<file path="src/ntf_pkg.sv">
// Shared types, character codes and roman helper functions for the number formatter.
`timescale 1ns / 1ps
`default_nettype none

package ntf_pkg;

	// Digit store and length sizes.
	localparam int DIG_N        = 10;
	localparam int DIG_W        = 5;
	localparam int LEN_W        = 6;
	localparam int RESULT_LIMIT = 16;
	localparam logic [31:0] ROMAN_MAX = 32'd39999;

	// Input mode codes.
	localparam logic [2:0] MODE_DEC      = 3'd0;
	localparam logic [2:0] MODE_ROMAN_LC = 3'd1;
	localparam logic [2:0] MODE_ROMAN_UC = 3'd2;
	localparam logic [2:0] MODE_ALPHA_LC = 3'd3;
	localparam logic [2:0] MODE_ALPHA_UC = 3'd4;

	// Formatting families after the mode code is decoded.
	typedef enum logic [1:0] {
		KIND_DEC   = 2'd0,
		KIND_ROMAN = 2'd1,
		KIND_ALPHA = 2'd2
	} kind_t;

	// ASCII codes.
	localparam logic [6:0] CH_ZERO    = 7'h30;
	localparam logic [6:0] CH_MINUS   = 7'h2D;
	localparam logic [6:0] CH_LC_A    = 7'h61;
	localparam logic [6:0] CH_UC_A    = 7'h41;
	localparam logic [6:0] CASE_SHIFT = 7'd32;
	localparam logic [6:0] CH_NUL     = 7'h00;

	// Roman letters for the ones of each decimal position (i x c m z) and the fives of the lower four (v l d w).
	localparam logic [6:0] ROMAN_ONES [5] = '{7'h69, 7'h78, 7'h63, 7'h6D, 7'h7A};
	localparam logic [6:0] ROMAN_FIVES [4] = '{7'h76, 7'h6C, 7'h64, 7'h77};

	// Number of roman letters that one decimal digit turns into.
	function automatic logic [2:0] roman_count(input logic [DIG_W-1:0] d);
		logic [DIG_W-1:0] rem;
		logic             hi;
		begin
			hi  = (d >= DIG_W'(5));
			rem = hi ? (d - DIG_W'(5)) : d;
			if (rem == DIG_W'(4)) begin
				roman_count = 3'd2;
			end else begin
				roman_count = 3'(rem) + {2'b00, hi};
			end
		end
	endfunction

	// Roman letter of a digit at a position; first marks the leading letter of that digit.
	function automatic logic [6:0] roman_char(input logic [DIG_W-1:0] d, input logic first,
			input logic [2:0] pos, input logic upper);
		logic [DIG_W-1:0] rem;
		logic             hi;
		logic [2:0]       nxt;
		logic [6:0]       c;
		begin
			hi  = (d >= DIG_W'(5));
			rem = hi ? (d - DIG_W'(5)) : d;
			nxt = (pos == 3'd4) ? 3'd0 : (pos + 3'd1);
			if (rem == DIG_W'(4)) begin
				if (first) begin
					c = ROMAN_ONES[pos];
				end else if (hi) begin
					c = ROMAN_ONES[nxt];
				end else begin
					c = ROMAN_FIVES[pos[1:0]];
				end
			end else if (hi && first) begin
				c = ROMAN_FIVES[pos[1:0]];
			end else begin
				c = ROMAN_ONES[pos];
			end
			roman_char = upper ? (c - CASE_SHIFT) : c;
		end
	endfunction

endpackage

`default_nettype wire

</file>
<file path="src/ntf_divider.sv">
// Shared divider by ten or twenty-six using a registered reciprocal multiply and a combinational fix-up.
`timescale 1ns / 1ps
`default_nettype none

module ntf_divider (
	input  wire logic                          clk,
	input  wire logic                          arst_n,
	input  wire logic                          start,
	input  wire logic                          alpha,
	input  wire logic [31:0]                   dividend,
	output logic                               done,
	output logic [31:0]                        quotient,
	output logic [ntf_pkg::DIG_W-1:0]          remainder
);

	// Reciprocals that give exact quotients for any 32-bit dividend.
	localparam logic [31:0] RECIP_DEC   = 32'hCCCC_CCCD;
	localparam logic [31:0] RECIP_ALPHA = 32'h9D89_D89E;
	localparam logic [31:0] BASE_DEC    = 32'd10;
	localparam logic [31:0] BASE_ALPHA  = 32'd26;

	logic        vld_s1;
	logic        alpha_s1;
	logic [31:0] dvd_s1;
	logic [63:0] prod_s1;
	logic [31:0] back;
	logic [31:0] diff;

	// Valid flag of the multiply stage.
	always_ff @(posedge clk or negedge arst_n) begin
		if (!arst_n) begin
			vld_s1 <= 1'b0;
		end else begin
			vld_s1 <= start;
		end
	end

	// Multiply stage: dividend times reciprocal.
	always_ff @(posedge clk) begin
		if (start) begin
			alpha_s1 <= alpha;
			dvd_s1   <= dividend;
			prod_s1  <= 64'(dividend) * 64'(alpha ? RECIP_ALPHA : RECIP_DEC);
		end
	end

	// Fix-up: take the high bits, then the remainder by a constant multiply and subtract.
	always_comb begin
		quotient  = alpha_s1 ? {4'd0, prod_s1[63:36]} : {3'd0, prod_s1[63:35]};
		back      = 32'(quotient * (alpha_s1 ? BASE_ALPHA : BASE_DEC));
		diff      = dvd_s1 - back;
		remainder = diff[ntf_pkg::DIG_W-1:0];
		done      = vld_s1;
	end

endmodule

`default_nettype wire

</file>
<file path="src/number_to_text_formatter.sv">
// Top level of the signed integer to decimal, roman or alphabetic text formatter.
`timescale 1ns / 1ps
`default_nettype none

// Takes one request of mode, minimum digit count and signed value, and returns its text as
// one ASCII character per output request, most significant first, with tlast on the final
// character. One request is worked on at a time and s_tready is high only while the block is
// idle. The magnitude is taken apart by one shared divider unit that works in a reciprocal
// multiply state and then a fix-up state for each digit, so a request passes through the
// accept, the divider states for each digit or letter (at most 10 decimal, 7 alphabetic, 5
// roman), the sizing state, then one emission step per character plus one step for the sign
// position when the value is not negative, one step to leave the padding and, in roman mode,
// one step per digit position. Output stalls lengthen a request. A roman magnitude above
// 39999 returns one result with tuser set and character 0, loaded from the error state into
// the output register.
module number_to_text_formatter #(
	parameter int MAX_CHARS = 16
) (
	input  wire logic        clk,
	input  wire logic        arst_n,
	input  wire logic        s_tvalid,
	output logic             s_tready,
	input  wire logic [39:0] s_tdata,   // [2:0] mode, [7:3] min_digits, [39:8] value
	output logic             m_tvalid,
	input  wire logic        m_tready,
	output logic [7:0]       m_tdata,   // [6:0] character, [7] zero
	output logic             m_tlast,
	output logic             m_tuser    // [0] error
);

	localparam int LEN_W = ntf_pkg::LEN_W;
	localparam int DIG_W = ntf_pkg::DIG_W;
	localparam int LIMIT = (MAX_CHARS < ntf_pkg::RESULT_LIMIT) ? MAX_CHARS
		: ntf_pkg::RESULT_LIMIT;

	typedef enum logic [5:0] {
		ST_IDLE    = 6'b000001,
		ST_DIV_MUL = 6'b000010,
		ST_DIV_FIX = 6'b000100,
		ST_SIZE    = 6'b001000,
		ST_EMIT    = 6'b010000,
		ST_ERR     = 6'b100000
	} state_t;

	typedef enum logic [1:0] {
		PH_SIGN = 2'd0,
		PH_PAD  = 2'd1,
		PH_BODY = 2'd2
	} phase_t;

	state_t               state_q;
	phase_t               ph_q;
	phase_t               ph_d;
	ntf_pkg::kind_t       kind_q;
	ntf_pkg::kind_t       in_kind;
	logic                 upper_q;
	logic                 neg_q;
	logic                 zero_q;
	logic [4:0]           mind_q;
	logic [31:0]          v_q;
	logic [DIG_W-1:0]     dig_q [ntf_pkg::DIG_N];
	logic [3:0]           n_q;
	logic [4:0]           rlen_q;
	logic [LEN_W-1:0]     len_q;
	logic [LEN_W-1:0]     cnt_q;
	logic [4:0]           pad_q;
	logic [4:0]           pad_d;
	logic [3:0]           pos_q;
	logic [3:0]           pos_d;
	logic [2:0]           sub_q;
	logic [2:0]           sub_d;
	logic                 m_tvalid_q;
	logic [6:0]           chr_q;
	logic                 last_q;
	logic                 err_q;

	logic [31:0]          in_raw;
	logic                 in_neg;
	logic [31:0]          in_mag;
	logic                 in_upper;
	logic                 in_ovf;
	logic                 in_zero;
	logic                 accept;

	logic                 div_start;
	logic                 div_done;
	logic [31:0]          div_quot;
	logic [DIG_W-1:0]     div_rem;

	logic [4:0]           body_len;
	logic [4:0]           n_ext;
	logic [LEN_W-1:0]     raw_len;

	logic [DIG_W-1:0]     dig_rd;
	logic [2:0]           rc;
	logic                 e_have;
	logic [6:0]           e_chr;
	logic                 e_last;
	logic                 out_free;
	logic                 out_load;

	// Input request decode.
	always_comb begin
		in_raw   = s_tdata[39:8];
		in_neg   = in_raw[31];
		in_mag   = in_neg ? (32'd0 - in_raw) : in_raw;
		unique case (s_tdata[2:0]) inside
			ntf_pkg::MODE_ROMAN_LC, ntf_pkg::MODE_ROMAN_UC: in_kind = ntf_pkg::KIND_ROMAN;
			ntf_pkg::MODE_ALPHA_LC, ntf_pkg::MODE_ALPHA_UC: in_kind = ntf_pkg::KIND_ALPHA;
			default:                                        in_kind = ntf_pkg::KIND_DEC;
		endcase
		in_upper = (s_tdata[2:0] == ntf_pkg::MODE_ROMAN_UC)
			|| (s_tdata[2:0] == ntf_pkg::MODE_ALPHA_UC);
		in_ovf   = (in_kind == ntf_pkg::KIND_ROMAN) && (in_mag > ntf_pkg::ROMAN_MAX);
		in_zero  = (in_kind != ntf_pkg::KIND_DEC) && (in_mag == 32'd0);
		accept   = (state_q == ST_IDLE) && s_tvalid;
	end

	assign s_tready = (state_q == ST_IDLE);

	// Shared divider.
	assign div_start = (state_q == ST_DIV_MUL);

	ntf_divider u_div (
		.clk       (clk),
		.arst_n    (arst_n),
		.start     (div_start),
		.alpha     (kind_q == ntf_pkg::KIND_ALPHA),
		.dividend  (v_q),
		.done      (div_done),
		.quotient  (div_quot),
		.remainder (div_rem)
	);

	// Text length once all digits are known.
	always_comb begin
		n_ext = {1'b0, n_q};
		case (kind_q)
			ntf_pkg::KIND_ROMAN: body_len = rlen_q;
			ntf_pkg::KIND_ALPHA: body_len = n_ext;
			default:             body_len = (mind_q > n_ext) ? mind_q : n_ext;
		endcase
		if (zero_q) begin
			body_len = 5'd1;
		end
		raw_len = LEN_W'(body_len) + LEN_W'(neg_q);
	end

	// Next character of the text and the cursor step that goes with it.
	always_comb begin
		dig_rd = dig_q[pos_q];
		rc     = ntf_pkg::roman_count(dig_rd);
		e_have = 1'b0;
		e_chr  = ntf_pkg::CH_ZERO;
		ph_d   = ph_q;
		pad_d  = pad_q;
		pos_d  = pos_q;
		sub_d  = sub_q;
		case (ph_q)
			PH_SIGN: begin
				e_have = neg_q;
				e_chr  = ntf_pkg::CH_MINUS;
				ph_d   = PH_PAD;
			end
			PH_PAD: begin
				if (pad_q != 5'd0) begin
					e_have = 1'b1;
					pad_d  = pad_q - 5'd1;
				end else begin
					ph_d = PH_BODY;
				end
			end
			PH_BODY: begin
				if (zero_q) begin
					e_have = 1'b1;
				end else begin
					case (kind_q)
						ntf_pkg::KIND_ALPHA: begin
							e_have = 1'b1;
							e_chr  = (upper_q ? ntf_pkg::CH_UC_A : ntf_pkg::CH_LC_A)
								+ 7'(dig_rd);
							pos_d  = pos_q - 4'd1;
						end
						ntf_pkg::KIND_ROMAN: begin
							if (sub_q == rc) begin
								pos_d = pos_q - 4'd1;
								sub_d = 3'd0;
							end else begin
								e_have = 1'b1;
								e_chr  = ntf_pkg::roman_char(dig_rd, sub_q == 3'd0,
									pos_q[2:0], upper_q);
								sub_d  = sub_q + 3'd1;
							end
						end
						default: begin
							e_have = 1'b1;
							e_chr  = ntf_pkg::CH_ZERO + 7'(dig_rd);
							pos_d  = pos_q - 4'd1;
						end
					endcase
				end
			end
			default: ;
		endcase
		e_last   = ((cnt_q + LEN_W'(1)) == len_q);
		out_free = !m_tvalid_q || m_tready;
		out_load = out_free && (((state_q == ST_EMIT) && e_have) || (state_q == ST_ERR));
	end

	// Sequencer and output valid.
	always_ff @(posedge clk or negedge arst_n) begin
		if (!arst_n) begin
			state_q    <= ST_IDLE;
			m_tvalid_q <= 1'b0;
		end else begin
			if (out_load) begin
				m_tvalid_q <= 1'b1;
			end else if (m_tready) begin
				m_tvalid_q <= 1'b0;
			end
			unique case (state_q)
				ST_IDLE: begin
					if (s_tvalid) begin
						if (in_ovf) begin
							state_q <= ST_ERR;
						end else if (in_zero) begin
							state_q <= ST_SIZE;
						end else begin
							state_q <= ST_DIV_MUL;
						end
					end
				end
				ST_DIV_MUL: state_q <= ST_DIV_FIX;
				ST_DIV_FIX: begin
					if (div_done) begin
						state_q <= (div_quot == 32'd0) ? ST_SIZE : ST_DIV_MUL;
					end
				end
				ST_SIZE: state_q <= ST_EMIT;
				ST_EMIT: begin
					if (out_free && e_have && e_last) begin
						state_q <= ST_IDLE;
					end
				end
				ST_ERR: begin
					if (out_free) begin
						state_q <= ST_IDLE;
					end
				end
				default: state_q <= ST_IDLE;
			endcase
		end
	end

	// Working registers: request fields, digit store and emission cursor.
	always_ff @(posedge clk) begin
		if (accept) begin
			kind_q  <= in_kind;
			upper_q <= in_upper;
			neg_q   <= in_neg;
			mind_q  <= s_tdata[7:3];
			zero_q  <= in_zero;
			v_q     <= (in_kind == ntf_pkg::KIND_ALPHA) ? (in_mag - 32'd1) : in_mag;
			n_q     <= 4'd0;
			rlen_q  <= 5'd0;
		end
		if ((state_q == ST_DIV_FIX) && div_done) begin
			dig_q[n_q] <= div_rem;
			n_q        <= n_q + 4'd1;
			rlen_q     <= rlen_q + 5'(ntf_pkg::roman_count(div_rem));
			v_q        <= (kind_q == ntf_pkg::KIND_ALPHA) ? (div_quot - 32'd1) : div_quot;
		end
		if (state_q == ST_SIZE) begin
			len_q <= (raw_len > LEN_W'(LIMIT)) ? LEN_W'(LIMIT) : raw_len;
			pad_q <= ((kind_q == ntf_pkg::KIND_DEC) && (mind_q > n_ext)) ? (mind_q - n_ext)
				: 5'd0;
			pos_q <= n_q - 4'd1;
			sub_q <= 3'd0;
			ph_q  <= PH_SIGN;
			cnt_q <= '0;
		end
		if ((state_q == ST_EMIT) && out_free) begin
			ph_q  <= ph_d;
			pad_q <= pad_d;
			pos_q <= pos_d;
			sub_q <= sub_d;
			if (e_have) begin
				cnt_q <= cnt_q + LEN_W'(1);
			end
		end
		if (out_load) begin
			chr_q  <= (state_q == ST_ERR) ? ntf_pkg::CH_NUL : e_chr;
			last_q <= (state_q == ST_ERR) ? 1'b1 : e_last;
			err_q  <= (state_q == ST_ERR);
		end
	end

	// Output register drives the result channel.
	assign m_tvalid = m_tvalid_q;
	assign m_tdata  = {1'b0, chr_q};
	assign m_tlast  = last_q;
	assign m_tuser  = err_q;

endmodule

`default_nettype wire
</file>
<file path="config.mk">
export PLATFORM = sky130hd
export DESIGN_NAME = number_to_text_formatter
export DESIGN_NICKNAME = d
export VERILOG_FILES = /design/src/ntf_pkg.sv /design/src/ntf_divider.sv /design/src/number_to_text_formatter.sv
export SDC_FILE = /design/constraint.sdc
export NUM_CORES = 2
export LEC_CHECK = 0
export BUFFER_PORTS_ARGS = -buffer_cell sky130_fd_sc_hd__buf_2
export CORE_UTILIZATION = 60
export DETAILED_ROUTE_END_ITERATION = 12
export PLACE_DENSITY_LB_ADDON = 0.15
export SKIP_LAST_GASP = 1
export SYNTH_ARGS = -nofsm -noshare
export SYNTH_HDL_FRONTEND = slang
export SYNTH_SLANG_ARGS = --single-unit
</file>
<file path="constraint.sdc">
create_clock -name clk -period 8.9 [get_ports clk]
set_input_delay 0.89 -clock clk [delete_from_list [all_inputs] [get_ports clk]]
set_output_delay 0.89 -clock clk [all_outputs]
set_load 0.1 [all_outputs]
</file>
==> key figures <==
Clocking
  • TritonCTS clock tree: yes
  • Clock Latency Late Sink: 450 ps
  • Num CTS Buffers: 17
  • TritonCTS Sinks: roughly 180
  • Root buffer cell: clkbuf_16
  • # H-tree levels: 4
  • Longest Clk Path Bufs: 2
  • CTS Hold Bufs: 0
  • Clock Pin Slew Worst Setup and Hold Paths: 80 ps

Synth
  • Post-synth top area share: 34.37%
  • Synthesized flop and latch total: ~180
  • Yosys warns: 0
  • Area of the mapped netlist: 0.03186 mm²
  • Synth top area cells: fa_1, edfxtp_1, ha_1
  • EDFF count, synth: ~170
  • Area leader, netlist: fa_1
  • Synth unique cells: 97
  • Sequential cell area fraction in the yosys report: 16.81%
  • Fraction of registers with async set/reset: 4.372%
  • Synth Area per Inst: roughly 10 µm²
  • Ys flop type: edfxtp_1
  • Mapped Cells: 3120

Worst setup path
  • CP Max Fanout: 19
  • Crit Path Class: reg -> reg
  • Critical path endpoint category: register
  • Most frequent cell on the critical path: fa_1
  • Max stage delay on crit path: 630 ps
  • Setup crit start kind: register
  • Critical-path top delay cell: fa_2
  • Delay-heaviest family, CP: adder cells
  • CP bufs+invs: 7
  • WP data arrival: 8800 ps
  • WP data required: ~9100 ps

Route
  • Wirelength, routed: 84.55 mm
  • Drt pass-1 iters: 5
  • Via-to-Cell Ratio: 5.721
  • Vias: 22136
  • Initial drt markers: 1460
  • DRC: 0
  • Routed Antenna Nets: 0
  • Routed WL per cell: 21.85 µm

STA
  • Setup_tns: 0 ps
  • Unrepaired setup endpoints after global routing: no
  • Hold Vio Cnt, Final: 0
  • Achievable frequency: 116.4 MHz
  • Worst slew margin: 15.03%
  • Final cycle utilization of the critical path: 96.54%
  • Clk_skew: 14.92 ps
  • Min Tclk post-route: between 8000 and 9000 ps
  • Slew Limit Fails: 0
  • Worst-margin pin slew: 1261 ps
  • Final worst setup slack: 308.0 ps
  • Final setup fails: 0

Placed design
  • Port Buffer Count: between 50 and 60
  • GPL Wtd Cong: a little under 1
  • Placed wire-length estimate: between 70 and 80 mm
  • Setup WS pre-CTS: -29.01 ps

Global route
  • Initial antenna violation count: 0
  • Vias in the first global route: 23111
  • Grt met2 use: 55.37%
  • Met1 usage: 43.85%
  • GRT Total Usage: 32.73%
  • M3 GR Usage: under 10%
  • First-pass GRT wire length: 131.6 mm
  • Gr busiest metal: met2
  • Global route overflow: 0
  • Largest net degree at the start of global routing: 63

Floorplanning
  • Row count: 84
  • Full die area: ~0.054 mm²
  • Die height: 232.4 µm
  • Initial Utilization: 60.63%
  • Die Wd: 232.4 µm
  • Core area: 0.05255 mm²
  • Ports: 56

Hold path
  • Hold Crit Class: in -> async

Cells and area
  • Area grow syn2layout: 5.691%
  • Layout cell share with drive strength beyond 1: 5.690%
  • # diodes: 0
  • Final nets: 4154

Job
  • Max-Cap Viols: 0

Run status
  • Status: finished, final reports clean
worst register-to-register path: cells and delay by family, from the launching register on:
kind            cells  cell delay [ps]
fa+ha+maj          10             4760
simple gates        2              310
flops               1              440
buf+inv             7              730
compound gates      9             2030
xor+xnor            1               80
repair_timing:
action,CTS,global route
gates cloned,0,0
setup buffers,0,3
pin swaps,0,1
endpoints found under the setup margin,2,12
resized for setup,1,6
final cells by class:
type | instances | area [µm²]
timing repair buffer | 88 | 541.8
clock inverter | 15 | 205.2
multi-input combinational | 2091 | 23330
inverter | 787 | 2954
tap | 688 | 860.8
clock buffer | 17 | 425.4
sequential | 183 | 5356
fill | 4455 | 18880
through the flow:
| step | hold WS [ps] | utilization [%] | instances | area, µm² |
|---|---|---|---|---|
| 2_1_floorplan | 451.0 | - | 3121 | 31860 |
| 3_3_place_gp | 459.3 | 62.75 | 3834 | 32980 |
| 3_5_place_dp | 477.2 | 62.75 | 3834 | 32980 |
| 4_1_cts | 243.9 | 63.97 | 3866 | 33620 |
| 5_1_grt | 250.2 | 64.08 | 3869 | 33670 |
| 6_report | 260.5 | 64.08 | 3869 | 33670 |
registers in the layout, summed over array words and instances (netlist names), 2 cells and up, named ones only:
name / count
dig_q: 50
v_q: 32
len_q: 6
u_div.prod_s1: 29
u_div.dvd_s1: 5
ph_q: 2
cnt_q: 6
pad_q: 5
n_q: 4
mind_q: 5
chr_q: 7
sub_q: 3
pos_q: 4
kind_q: 2
rlen_q: 5
state_q: 6
kinds of logic after synthesis:
logic type               after synthesis  synth area share (%)
XOR/XNOR                             142                 3.927
AND/OR/NAND/NOR                      552                 8.915
adder cells (fa/ha/maj)              942                 49.88
flip-flops                           183                 16.81
other                                  1               0.01177
AO/OA/AOI/OAI                        397                 8.522
buffers and inverters                847                 10.11
multiplexers                          56                 1.818
synth_stat cells (all sizes together) (18+ instances only):
| library cell | count |
|---|---|
| a21oi | 91 |
| nor2 | 131 |
| xnor2 | 81 |
| fa | 547 |
| clkbuf | 40 |
| and2 | 18 |
| nand3 | 39 |
| o211ai | 18 |
| nand2b | 36 |
| o21ai | 80 |
| buf | 20 |
| xor2 | 61 |
| mux2i | 41 |
| inv | 787 |
| a21o | 42 |
| a31oi | 18 |
| nor2b | 35 |
| nand2 | 140 |
| nand4 | 30 |
| ha | 395 |
| nor3 | 37 |
| o31ai | 20 |
| edfxtp | 165 |
layout by cell type, fill, tap and decap left out, drive strengths merged, types with 12 or more instances in the layout:
| cell type | netlist | routed |
|---|---|---|
| a211oi | 13 | 13 |
| a21o | 42 | 42 |
| clkbuf | 40 | 17 |
| nor3 | 37 | 37 |
| nor4 | 17 | 17 |
| xor2 | 61 | 61 |
| inv | 787 | 796 |
| o31ai | 20 | 20 |
| nand2 | 140 | 140 |
| fa | 547 | 547 |
| a31oi | 18 | 18 |
| mux2 | 15 | 15 |
| and2 | 18 | 18 |
| nand2b | 36 | 36 |
| a22o | 12 | 12 |
| or2 | 14 | 14 |
| nand3 | 39 | 39 |
| edfxtp | 165 | 165 |
| o211ai | 18 | 18 |
| buf | 20 | 88 |
| and3 | 13 | 13 |
| nor2b | 35 | 35 |
| mux2i | 41 | 41 |
| xnor2 | 81 | 81 |
| nand4 | 30 | 30 |
| a21oi | 91 | 91 |
| nor2 | 131 | 131 |
| ha | 395 | 395 |
| o21ai | 80 | 80 |
path summary, 6_finish.rpt:
path                                          start                           to  slack (ps)  depth (start not counted)
min in group clk                 pos_q[3]$_DFFE_PP_                     register         510                          1
max in group asynchronous                    arst_n       state_q[0]$_DFFE_PN1P_        8390                          1
worst max-delay path            kind_q[1]$_DFFE_PP_  u_div.prod_s1[62]$_DFFE_PP_         310                         29
worst max register to register  kind_q[1]$_DFFE_PP_  u_div.prod_s1[62]$_DFFE_PP_         310                         29
worst min-delay path                         arst_n         m_tvalid$_DFFE_PN0P_         260                          1
worst min register to register   pos_q[3]$_DFFE_PP_                     register         510                          1
per-layer routing:
layer / routed length (µm) / up-vias
met1: 35940 / 11250
met3: 4052 / 119
met4: 2832 / 0
met2: 41730 / 592
li1: - / 10175
met5: 0 / -
Power is not shown: default switching activity piles up to over one toggle a cycle in this logic, so the estimate is an artifact.
